[src/hw/rtl/iee_pkg.sv]
package iee_pkg;

    localparam int STACK_DEPTH = 32;
    localparam int SP_W = $clog2(STACK_DEPTH);
    localparam int CNT_W = $clog2(STACK_DEPTH + 1);

    typedef enum logic [2:0] {
        OP_LP    = 3'd0,
        OP_ADD   = 3'd1,
        OP_SUB   = 3'd2,
        OP_MUL   = 3'd3,
        OP_DIV   = 3'd4,
        OP_OTHER = 3'd5
    } op_code_t;

    typedef enum logic [2:0] {
        ST_OK       = 3'd0,
        ST_DIVZERO  = 3'd1,
        ST_UNKNOWN  = 3'd2,
        ST_PARENS   = 3'd3,
        ST_INVALID  = 3'd4,
        ST_OVERFLOW = 3'd5
    } status_t;

    typedef enum logic [3:0] {
        S_IDLE,
        S_NUMPUSH,
        S_DISPATCH,
        S_FETCH,
        S_DECIDE,
        S_RD_RHS,
        S_RD_LHS,
        S_EXEC,
        S_DIVIDE,
        S_FINISH,
        S_RD_RESULT,
        S_OUTPUT
    } state_t;

    typedef struct packed {
        logic [7:0] character;
        logic       end_of_expr;
    } in_item_t;

    typedef struct packed {
        logic signed [31:0] value;
        logic [2:0]         status;
    } out_item_t;

    function automatic logic [1:0] rank(input logic [2:0] code);
        case (code)
            OP_ADD, OP_SUB: rank = 2'd1;
            OP_MUL, OP_DIV: rank = 2'd2;
            default:        rank = 2'd0;
        endcase
    endfunction

endpackage

[src/hw/rtl/infix_expression_evaluator_core.sv]
// Each accepted byte passes the number-push and dispatch states; a digit, a space or '('
// ends there, any other byte also fetches the operator-stack top and may run reductions
// (divisions use the divider); the flagged last byte adds the final reductions and the
// result is presented in the output register. Bytes are taken one at a time, a new one
// only once the block is idle again. A waiting result stalls only the next result.
// Reset: rst_n async-clears state, counts, acc, err, innum, fin, ovalid; stack RAMs hold.
module infix_expression_evaluator_core
    import iee_pkg::*;
(
    input  logic      clk,
    input  logic      rst_n,
    input  logic      in_valid,
    output logic      in_ready,
    input  in_item_t  in_data,
    output logic      out_valid,
    input  logic      out_ready,
    output out_item_t out_data
);

    // Stack memories: one synchronous read, one write per cycle each.
    logic [31:0] vmem [STACK_DEPTH];
    logic [2:0]  omem [STACK_DEPTH];
    logic [31:0] vrd_reg;
    logic [2:0]  ord_reg;

    state_t state_reg, state_next;
    logic [CNT_W-1:0] vcnt_reg, vcnt_next, ocnt_reg, ocnt_next;
    logic [31:0] acc_reg, acc_next;
    logic        innum_reg, innum_next;
    logic [2:0]  err_reg, err_next;
    logic [7:0]  ch_reg, ch_next;
    logic        last_reg, last_next;
    logic        fin_reg, fin_next;   // draining the stacks at end of expression
    logic [31:0] rhs_reg, rhs_next;
    logic [2:0]  op_reg, op_next;
    logic [2:0]  code_reg, code_next;
    // Divider: restoring, one quotient bit per cycle.
    logic [31:0] dq_reg, dq_next, drem_reg, drem_next, dden_reg, dden_next;
    logic [5:0]  dcnt_reg, dcnt_next;
    logic        dneg_reg, dneg_next;
    out_item_t   out_reg, out_next;
    logic        ovalid_reg, ovalid_next;

    // Memory access controls.
    logic            vwe, owe, vre, ore;
    logic [SP_W-1:0] vwa, owa, vra, ora;
    logic [31:0]     vwd;
    logic [2:0]      owd;

    logic is_digit, is_space;
    logic [2:0] ch_code;
    logic [31:0] mag_b, acc_dig;
    logic [32:0] trial;

    always_ff @(posedge clk)
    begin
        if (vwe)
        begin
            vmem[vwa] <= vwd;
        end
        if (owe)
        begin
            omem[owa] <= owd;
        end
        if (vre)
        begin
            vrd_reg <= vmem[vra];
        end
        if (ore)
        begin
            ord_reg <= omem[ora];
        end
    end

    always_ff @(posedge clk or negedge rst_n)
    begin
        if (!rst_n)
        begin
            state_reg  <= S_IDLE;
            vcnt_reg   <= '0;
            ocnt_reg   <= '0;
            acc_reg    <= '0;
            innum_reg  <= 1'b0;
            err_reg    <= ST_OK;
            fin_reg    <= 1'b0;
            ovalid_reg <= 1'b0;
        end
        else
        begin
            state_reg  <= state_next;
            vcnt_reg   <= vcnt_next;
            ocnt_reg   <= ocnt_next;
            acc_reg    <= acc_next;
            innum_reg  <= innum_next;
            err_reg    <= err_next;
            fin_reg    <= fin_next;
            ovalid_reg <= ovalid_next;
        end
    end

    always_ff @(posedge clk)
    begin
        ch_reg   <= ch_next;
        last_reg <= last_next;
        rhs_reg  <= rhs_next;
        op_reg   <= op_next;
        code_reg <= code_next;
        dq_reg   <= dq_next;
        drem_reg <= drem_next;
        dden_reg <= dden_next;
        dcnt_reg <= dcnt_next;
        dneg_reg <= dneg_next;
        out_reg  <= out_next;
    end

    assign is_digit = (ch_reg >= "0") && (ch_reg <= "9");
    assign is_space = (ch_reg == " ") || ((ch_reg >= 8'h09) && (ch_reg <= 8'h0D));

    always_comb
    begin
        case (ch_reg)
            "+":     ch_code = OP_ADD;
            "-":     ch_code = OP_SUB;
            "*":     ch_code = OP_MUL;
            "/":     ch_code = OP_DIV;
            default: ch_code = OP_OTHER;
        endcase
    end

    assign mag_b   = rhs_reg[31] ? (32'd0 - rhs_reg) : rhs_reg;
    assign acc_dig = (acc_reg << 3) + (acc_reg << 1) + {28'd0, ch_reg[3:0]};
    assign trial   = {drem_reg, dq_reg[31]} - {1'b0, dden_reg};

    // Accept a new byte whenever idle; a waiting result holds only the next result.
    assign in_ready  = (state_reg == S_IDLE);
    assign out_valid = ovalid_reg;
    assign out_data  = out_reg;

    // Next state.
    always_comb
    begin
        state_next = state_reg;
        case (state_reg)
            S_IDLE:
            begin
                if (in_valid && in_ready)
                begin
                    state_next = S_NUMPUSH;
                end
            end
            S_NUMPUSH:    state_next = S_DISPATCH;
            S_DISPATCH:
            begin
                if (err_reg != ST_OK || is_digit || is_space || ch_reg == "(")
                begin
                    state_next = last_reg ? S_FINISH : S_IDLE;
                end
                else
                begin
                    state_next = S_FETCH;
                end
            end
            S_FETCH:      state_next = S_DECIDE;
            S_DECIDE:
            begin
                if (err_reg != ST_OK)
                begin
                    state_next = (last_reg || fin_reg) ? S_FINISH : S_IDLE;
                end
                else if (fin_reg)
                begin
                    if (ocnt_reg == '0 || ord_reg == OP_LP)
                    begin
                        state_next = S_FINISH;
                    end
                    else
                    begin
                        state_next = (vcnt_reg < CNT_W'(2)) ? S_FINISH : S_RD_RHS;
                    end
                end
                else if (ch_reg == ")")
                begin
                    if (ocnt_reg == '0 || ord_reg == OP_LP)
                    begin
                        state_next = last_reg ? S_FINISH : S_IDLE;
                    end
                    else
                    begin
                        state_next = (vcnt_reg < CNT_W'(2)) ? S_FINISH : S_RD_RHS;
                        if (vcnt_reg < CNT_W'(2) && !last_reg)
                        begin
                            state_next = S_IDLE;
                        end
                    end
                end
                else
                begin
                    if (ocnt_reg == '0 || ord_reg == OP_LP || rank(ord_reg) < rank(code_reg))
                    begin
                        state_next = last_reg ? S_FINISH : S_IDLE;
                    end
                    else if (vcnt_reg < CNT_W'(2))
                    begin
                        state_next = last_reg ? S_FINISH : S_IDLE;
                    end
                    else
                    begin
                        state_next = S_RD_RHS;
                    end
                end
            end
            S_RD_RHS:     state_next = S_RD_LHS;
            S_RD_LHS:     state_next = S_EXEC;
            S_EXEC:
            begin
                if (op_reg == OP_DIV && rhs_reg != 32'd0)
                begin
                    state_next = S_DIVIDE;
                end
                else
                begin
                    state_next = S_FETCH;
                end
            end
            S_DIVIDE:
            begin
                if (dcnt_reg == 6'd0)
                begin
                    state_next = S_FETCH;
                end
            end
            S_FINISH:
            begin
                if (err_reg == ST_OK && ocnt_reg != '0)
                begin
                    state_next = S_FETCH;
                end
                else
                begin
                    state_next = S_RD_RESULT;
                end
            end
            S_RD_RESULT:
            begin
                // Hold until the output register is free or drains this cycle.
                if (!ovalid_reg || out_ready)
                begin
                    state_next = S_OUTPUT;
                end
            end
            S_OUTPUT:     state_next = S_IDLE;
            default:      state_next = S_IDLE;
        endcase
    end

    // Datapath and memory controls.
    always_comb
    begin
        vcnt_next   = vcnt_reg;
        ocnt_next   = ocnt_reg;
        acc_next    = acc_reg;
        innum_next  = innum_reg;
        err_next    = err_reg;
        ch_next     = ch_reg;
        last_next   = last_reg;
        fin_next    = fin_reg;
        rhs_next    = rhs_reg;
        op_next     = op_reg;
        code_next   = code_reg;
        dq_next     = dq_reg;
        drem_next   = drem_reg;
        dden_next   = dden_reg;
        dcnt_next   = dcnt_reg;
        dneg_next   = dneg_reg;
        out_next    = out_reg;
        ovalid_next = ovalid_reg;
        vwe = 1'b0;
        owe = 1'b0;
        vre = 1'b0;
        ore = 1'b0;
        vwa = vcnt_reg[SP_W-1:0];
        owa = ocnt_reg[SP_W-1:0];
        vra = vcnt_reg[SP_W-1:0] - SP_W'(1);
        ora = ocnt_reg[SP_W-1:0] - SP_W'(1);
        vwd = acc_reg;
        owd = code_reg;

        if (ovalid_reg && out_ready)
        begin
            ovalid_next = 1'b0;
        end

        case (state_reg)
            S_IDLE:
            begin
                if (in_valid && in_ready)
                begin
                    ch_next   = in_data.character;
                    last_next = in_data.end_of_expr;
                    fin_next  = 1'b0;
                end
            end
            S_NUMPUSH:
            begin
                // Digits build the number; any other byte closes the digit run.
                if (err_reg == ST_OK)
                begin
                    if (is_digit)
                    begin
                        acc_next   = acc_dig;
                        innum_next = 1'b1;
                        // A digit flagged last closes its own run.
                        if (last_reg)
                        begin
                            innum_next = 1'b0;
                            acc_next   = '0;
                            if (vcnt_reg >= CNT_W'(STACK_DEPTH))
                            begin
                                err_next = ST_OVERFLOW;
                            end
                            else
                            begin
                                vwe       = 1'b1;
                                vwd       = acc_dig;
                                vcnt_next = vcnt_reg + CNT_W'(1);
                            end
                        end
                    end
                    else if (innum_reg)
                    begin
                        innum_next = 1'b0;
                        acc_next   = '0;
                        if (vcnt_reg >= CNT_W'(STACK_DEPTH))
                        begin
                            err_next = ST_OVERFLOW;
                        end
                        else
                        begin
                            vwe       = 1'b1;
                            vcnt_next = vcnt_reg + CNT_W'(1);
                        end
                    end
                end
            end
            S_DISPATCH:
            begin
                code_next = ch_code;
                if (err_reg == ST_OK && ch_reg == "(")
                begin
                    if (ocnt_reg >= CNT_W'(STACK_DEPTH))
                    begin
                        err_next = ST_OVERFLOW;
                    end
                    else
                    begin
                        owe       = 1'b1;
                        owd       = OP_LP;
                        ocnt_next = ocnt_reg + CNT_W'(1);
                    end
                end
            end
            S_FETCH:
            begin
                ore = 1'b1;
            end
            S_DECIDE:
            begin
                if (err_reg == ST_OK)
                begin
                    op_next = ord_reg;
                    if (fin_reg)
                    begin
                        if (ocnt_reg != '0 && ord_reg == OP_LP)
                        begin
                            err_next = ST_PARENS;
                        end
                        else if (ocnt_reg != '0 && vcnt_reg < CNT_W'(2))
                        begin
                            err_next = ST_INVALID;
                        end
                    end
                    else if (ch_reg == ")")
                    begin
                        if (ocnt_reg == '0)
                        begin
                            err_next = ST_PARENS;
                        end
                        else if (ord_reg == OP_LP)
                        begin
                            ocnt_next = ocnt_reg - CNT_W'(1);
                        end
                        else if (vcnt_reg < CNT_W'(2))
                        begin
                            err_next = ST_INVALID;
                        end
                    end
                    else
                    begin
                        if (ocnt_reg == '0 || ord_reg == OP_LP
                            || rank(ord_reg) < rank(code_reg))
                        begin
                            if (ocnt_reg >= CNT_W'(STACK_DEPTH))
                            begin
                                err_next = ST_OVERFLOW;
                            end
                            else
                            begin
                                owe       = 1'b1;
                                ocnt_next = ocnt_reg + CNT_W'(1);
                            end
                        end
                        else if (vcnt_reg < CNT_W'(2))
                        begin
                            err_next = ST_INVALID;
                        end
                    end
                end
            end
            S_RD_RHS:
            begin
                vre       = 1'b1;
                ocnt_next = ocnt_reg - CNT_W'(1);
            end
            S_RD_LHS:
            begin
                rhs_next = vrd_reg;
                vre      = 1'b1;
                vra      = vcnt_reg[SP_W-1:0] - SP_W'(2);
            end
            S_EXEC:
            begin
                // Pop both operands; the result lands in the lower slot.
                vcnt_next = vcnt_reg - CNT_W'(2);
                vwa       = vcnt_reg[SP_W-1:0] - SP_W'(2);
                case (op_reg)
                    OP_ADD:
                    begin
                        vwd = vrd_reg + rhs_reg;
                        vwe = 1'b1;
                        vcnt_next = vcnt_reg - CNT_W'(1);
                    end
                    OP_SUB:
                    begin
                        vwd = vrd_reg - rhs_reg;
                        vwe = 1'b1;
                        vcnt_next = vcnt_reg - CNT_W'(1);
                    end
                    OP_MUL:
                    begin
                        vwd = vrd_reg * rhs_reg;
                        vwe = 1'b1;
                        vcnt_next = vcnt_reg - CNT_W'(1);
                    end
                    OP_DIV:
                    begin
                        if (rhs_reg == 32'd0)
                        begin
                            err_next = ST_DIVZERO;
                        end
                        else
                        begin
                            dq_next   = vrd_reg[31] ? (32'd0 - vrd_reg) : vrd_reg;
                            dden_next = mag_b;
                            drem_next = '0;
                            dcnt_next = 6'd31;
                            dneg_next = vrd_reg[31] ^ rhs_reg[31];
                        end
                    end
                    default:
                    begin
                        err_next = ST_UNKNOWN;
                    end
                endcase
            end
            S_DIVIDE:
            begin
                if (trial[32])
                begin
                    drem_next = {drem_reg[30:0], dq_reg[31]};
                    dq_next   = {dq_reg[30:0], 1'b0};
                end
                else
                begin
                    drem_next = trial[31:0];
                    dq_next   = {dq_reg[30:0], 1'b1};
                end
                dcnt_next = dcnt_reg - 6'd1;
                if (dcnt_reg == 6'd0)
                begin
                    vwe       = 1'b1;
                    vwa       = vcnt_reg[SP_W-1:0];
                    vwd       = dneg_reg ? (32'd0 - dq_next) : dq_next;
                    vcnt_next = vcnt_reg + CNT_W'(1);
                end
            end
            S_FINISH:
            begin
                fin_next = 1'b1;
                if (err_reg == ST_OK && ocnt_reg == '0 && vcnt_reg != CNT_W'(1))
                begin
                    err_next = ST_INVALID;
                end
                vre = 1'b1;
                vra = '0;
            end
            S_RD_RESULT:
            begin
                // Latch the status and value; clear the block for the next expression.
                if (!ovalid_reg || out_ready)
                begin
                    out_next.status = err_reg;
                    out_next.value  = (err_reg == ST_OK) ? vrd_reg : 32'd0;
                    vcnt_next  = '0;
                    ocnt_next  = '0;
                    acc_next   = '0;
                    innum_next = 1'b0;
                    err_next   = ST_OK;
                    fin_next   = 1'b0;
                end
            end
            S_OUTPUT:
            begin
                ovalid_next = 1'b1;
            end
            default:
            begin
            end
        endcase
    end

    property p_no_accept_busy;
        @(posedge clk) disable iff (!rst_n)
        (state_reg != S_IDLE) |-> !in_ready;
    endproperty
    a_no_accept_busy: assert property (p_no_accept_busy)
        else $error("byte accepted while busy");

    property p_cnt_bound;
        @(posedge clk) disable iff (!rst_n)
        (vcnt_reg <= CNT_W'(STACK_DEPTH)) && (ocnt_reg <= CNT_W'(STACK_DEPTH));
    endproperty
    a_cnt_bound: assert property (p_cnt_bound)
        else $error("stack count beyond depth");

    property p_out_hold;
        @(posedge clk) disable iff (!rst_n)
        (out_valid && !out_ready) |=> (out_valid && $stable(out_data));
    endproperty
    a_out_hold: assert property (p_out_hold)
        else $error("result dropped under stall");

    property p_err_ok_value;
        @(posedge clk) disable iff (!rst_n)
        (out_valid && out_data.status != ST_OK) |-> (out_data.value == 32'sd0);
    endproperty
    a_err_ok_value: assert property (p_err_ok_value)
        else $error("nonzero value with error status");

endmodule

[config.mk]
export PLATFORM = sky130hd
export DESIGN_NAME = infix_expression_evaluator_core
export DESIGN_NICKNAME = d
export VERILOG_FILES = /design/src/hw/rtl/iee_pkg.sv /design/src/hw/rtl/infix_expression_evaluator_core.sv
export SDC_FILE = /design/constraint.sdc
export NUM_CORES = 2
export LEC_CHECK = 0
export ABC_CLOCK_PERIOD_IN_PS = 9600
export BUFFER_PORTS_ARGS = -buffer_cell sky130_fd_sc_hd__buf_2
export CAP_MARGIN = 15
export CORE_MARGIN = 2
export CORE_UTILIZATION = 30
export DETAILED_ROUTE_END_ITERATION = 12
export GPL_TIMING_DRIVEN = 0
export PLACE_DENSITY = 0.52
export SETUP_SLACK_MARGIN = 0.5
export SYNTH_ARGS = -nofsm -noshare
export SYNTH_HDL_FRONTEND = slang
export SYNTH_SLANG_ARGS = --single-unit
[constraint.sdc]
create_clock -name clk -period 9.6 [get_ports clk]
set_clock_uncertainty 0.2 [all_clocks]
set_input_delay 0.96 -clock clk [delete_from_list [all_inputs] [get_ports clk]]
set_output_delay 0.96 -clock clk [all_outputs]
set_load 0.02 [all_outputs]
==> flow_metrics.env <==
export IMPL_max_freq_mhz=111
export IMPL_hold_class="input port to register"
export IMPL_drc=0
export IMPL_drt_iter0_markers=6129
export IMPL_worst_slew_margin_rel=0.0751
export IMPL_placed_cells=10600
export IMPL_top_register="vmem"
export IMPL_initial_utilization=0.302
export IMPL_ys_seq_area_frac=0.519
export IMPL_clock_latency_ps=850
export IMPL_htreeDepth=4
export IMPL_fin_cells=10900
export IMPL_wl_per_cell_um=25.9
export IMPL_arrival_ps=9510
export IMPL_hold_viol=0
export IMPL_drv_slew=0
export IMPL_drt_vias_per_instance=5.26
export IMPL_grt_use_met2=0.327
export IMPL_syn_inst=6892
export IMPL_ys_seq_elements=1394
export IMPL_wl_um=282000
export IMPL_r2r_cells=25
export IMPL_yosys_area_top_type="edfxtp_1"
export IMPL_cts_tree="done"
export IMPL_critPathKind="register to register"
export IMPL_period_needed_ps=9010
export IMPL_synth_area_per_cell_um2=11.6
export IMPL_area_growth_pct=15.7
export IMPL_finalSetupViolCount=0
export IMPL_rsz0062_at_grt="true"
export IMPL_clkTransAtPathRegs_ps=60
export IMPL_die_w_um=521
export IMPL_grt_antenna_before_repair=32
export IMPL_status="finished clean"
export IMPL_largest_reg_flops=1024
export IMPL_synthTopCellsByArea="edfxtp_1 (50%), fa_1 (10%), nand2_1 (4.8%), and2_1 (4.7%), ha_1 (4.1%)"
export IMPL_die_y_um=521
export IMPL_synth_ff_type="edfxtp_1"
export IMPL_synth_distinct_cells=81
export IMPL_period_share=0.938
export IMPL_vias=57200
export IMPL_drtAntennaViolNets=0
export IMPL_synth_net_count=7578
export IMPL_track_usage=0.204
export IMPL_drive_gt1_frac=0.0856
export IMPL_grt_max_degree=66
export IMPL_io_buffers=49
export IMPL_io_pin_count=50
export IMPL_grt_use_met3=0.0364
export IMPL_use_met1=0.275
export IMPL_hold_path_end="ch_reg[1]"
export IMPL_min_from="in_data[2]"
export IMPL_async_flop_share=0.0387
export IMPL_rrSetupSlack_ps=590
export IMPL_hpwl_um=211000
export IMPL_yosysTopAreaCellShare=0.503
export IMPL_numCtsBuffers=166
export IMPL_nNetsFinal=7917
export IMPL_cts_sinks=1394
export IMPL_top_usage_layer="met2"
export IMPL_grt_pass1_wl_um=403000
export IMPL_synth_edf_count=1340
export IMPL_crit_fanout=15
export IMPL_core_area_um2=265000
export IMPL_endpoint_kind="register"
export IMPL_clk_path_buf_depth=4
export IMPL_num_rows=189
export IMPL_ys_warn_count=0
export IMPL_cp_start_kind="register"
export IMPL_syn_area_um2=80100
export IMPL_worstPathRequired_ps=10110
export IMPL_reg2reg_to="vmem[13][31]"
export IMPL_gp_congestion=0.957
export IMPL_rr_startpoint="vrd_reg[16]"
export IMPL_dieArea_um2=271000
export IMPL_whs_path_depth=1
export IMPL_worst_pin_slew_ps=1370
export IMPL_grt_overflow=0
export IMPL_finalSetupTns_ps=0
export IMPL_grt_pass1_vias=56500
export IMPL_root_buffer="clkbuf_16"
export IMPL_firstDrtPassIters=6
export IMPL_maxCapViolCount=0
[cell usage in the layout (no fill, tap or decap), types with 168 or more instances in the layout]
| cell | synthesis | final |
|---|---|---|
| and2_1 | 603 | 603 |
| edfxtp_1 | 1340 | 1340 |
| nand2_1 | 1024 | 1022 |
| a21oi_1 | 278 | 273 |
| fa_1 | 412 | 412 |
| a211oi_1 | 365 | 364 |
| inv_1 | 461 | 458 |
| xnor2_1 | 168 | 168 |
| clkbuf_1 | 411 | 359 |
| nor2_1 | 211 | 178 |
| clkbuf_16 | 0 | 168 |
| ha_1 | 261 | 260 |
[timing repair]
item                                   CTS  global route
setup endpoints to repair              620           246
pin swaps                                2             3
gates cloned                             0             1
hold buffers                             1             0
resized for setup                      101            91
setup buffers                           18            16
endpoints found under the hold margin   17             0
[worst max path at each step]
stage	slack (ps)	startpoint	endpoint
5_1_grt	490	vrd_reg[6]	vmem[28][31]
2_1_floorplan	970	rhs_reg[7]	vmem[0][27]
3_3_place_gp	-4840	vrd_reg[6]	vmem[30][16]
3_5_place_dp	-1220	vrd_reg[7]	vmem[14][31]
6_report	590	vrd_reg[16]	vmem[13][31]
4_1_cts	500	rhs_reg[6]	vmem[25][26]
[cells by family after synthesis]
group / Yosys count / synth area share
AOI/OAI and AO/OA: 1442 / 0.123
xor gates and xnor gates: 289 / 0.0316
adders and majority gates: 673 / 0.144
buffers and inverters: 905 / 0.0425
DFF: 1394 / 0.519
muxes: 50 / 0.0110
and+or+nand+nor: 2139 / 0.128
[stage by stage]
step | setup slack, ps | instance area (um2) | utilization | hold slack, ps
after floorplan | 973 | 80100 | - | 224
after global placement | -4840 | 84700 | 0.319 | 296
after detailed placement | -1220 | 86900 | 0.328 | 297
after CTS | 503 | 92200 | 0.348 | 122
after global routing | 489 | 92600 | 0.349 | 143
final | 594 | 92600 | 0.349 | 173
[cells in the mapped netlist (16+ instances only)]
master,instances
edfxtp_1,1340
nand2_1,1024
and2_1,603
inv_1,461
fa_1,412
clkbuf_1,411
a211oi_1,365
a21oi_1,278
ha_1,261
nor2_1,211
o21ai_0,176
xnor2_1,168
a31oi_1,153
a311oi_1,130
xor2_1,121
a21o_1,86
dfrtp_1,54
nand3_1,53
nor3_1,46
or3_1,41
o31ai_1,40
mux4_2,30
nand2b_1,30
a22o_1,28
buf_1,28
nor2b_1,25
o21a_1,23
nand4_1,20
o211ai_1,16
o21bai_1,16
[worst max-delay path, stage by stage, from the launching register on]
cell,delay [ps]
edfxtp_1,610
buf_4,360
clkbuf_2,380
nand2_1,130
fa_1,530
fa_1,550
fa_1,580
fa_1,450
fa_1,560
inv_1,50
fa_1,450
fa_1,520
fa_1,480
ha_1,380
and3_1,240
a31oi_1,150
o21ai_0,120
a21oi_2,260
o311ai_2,180
o41ai_2,270
xnor2_1,260
a22oi_1,210
o211ai_1,260
buf_4,230
buf_4,210
buf_4,220
[per-layer routing]
metal	vias to the layer above	part of all wire
met5	-	0.00022
met4	8	0.041
met3	456	0.080
met2	2325	0.46
met1	29100	0.42
li1	25300	-
[final cells by class]
| class | instances | area (um2) |
|---|---|---|
| Antenna cell | 9 | 22.5 |
| Buffer | 443 | 1900 |
| Clock buffer | 206 | 4350 |
| Clock inverter | 77 | 633 |
| Fill cell | 26400 | 173000 |
| Inverter | 462 | 1730 |
| Multi-Input combinational cell | 4594 | 35600 |
| Sequential cell | 1394 | 41600 |
| Tap cell | 3533 | 4420 |
| Timing Repair Buffer | 170 | 2320 |
Power is left out: the tool's default activity adds up to more than one toggle a clock period on the data nets, which glitch-free logic cannot reach.
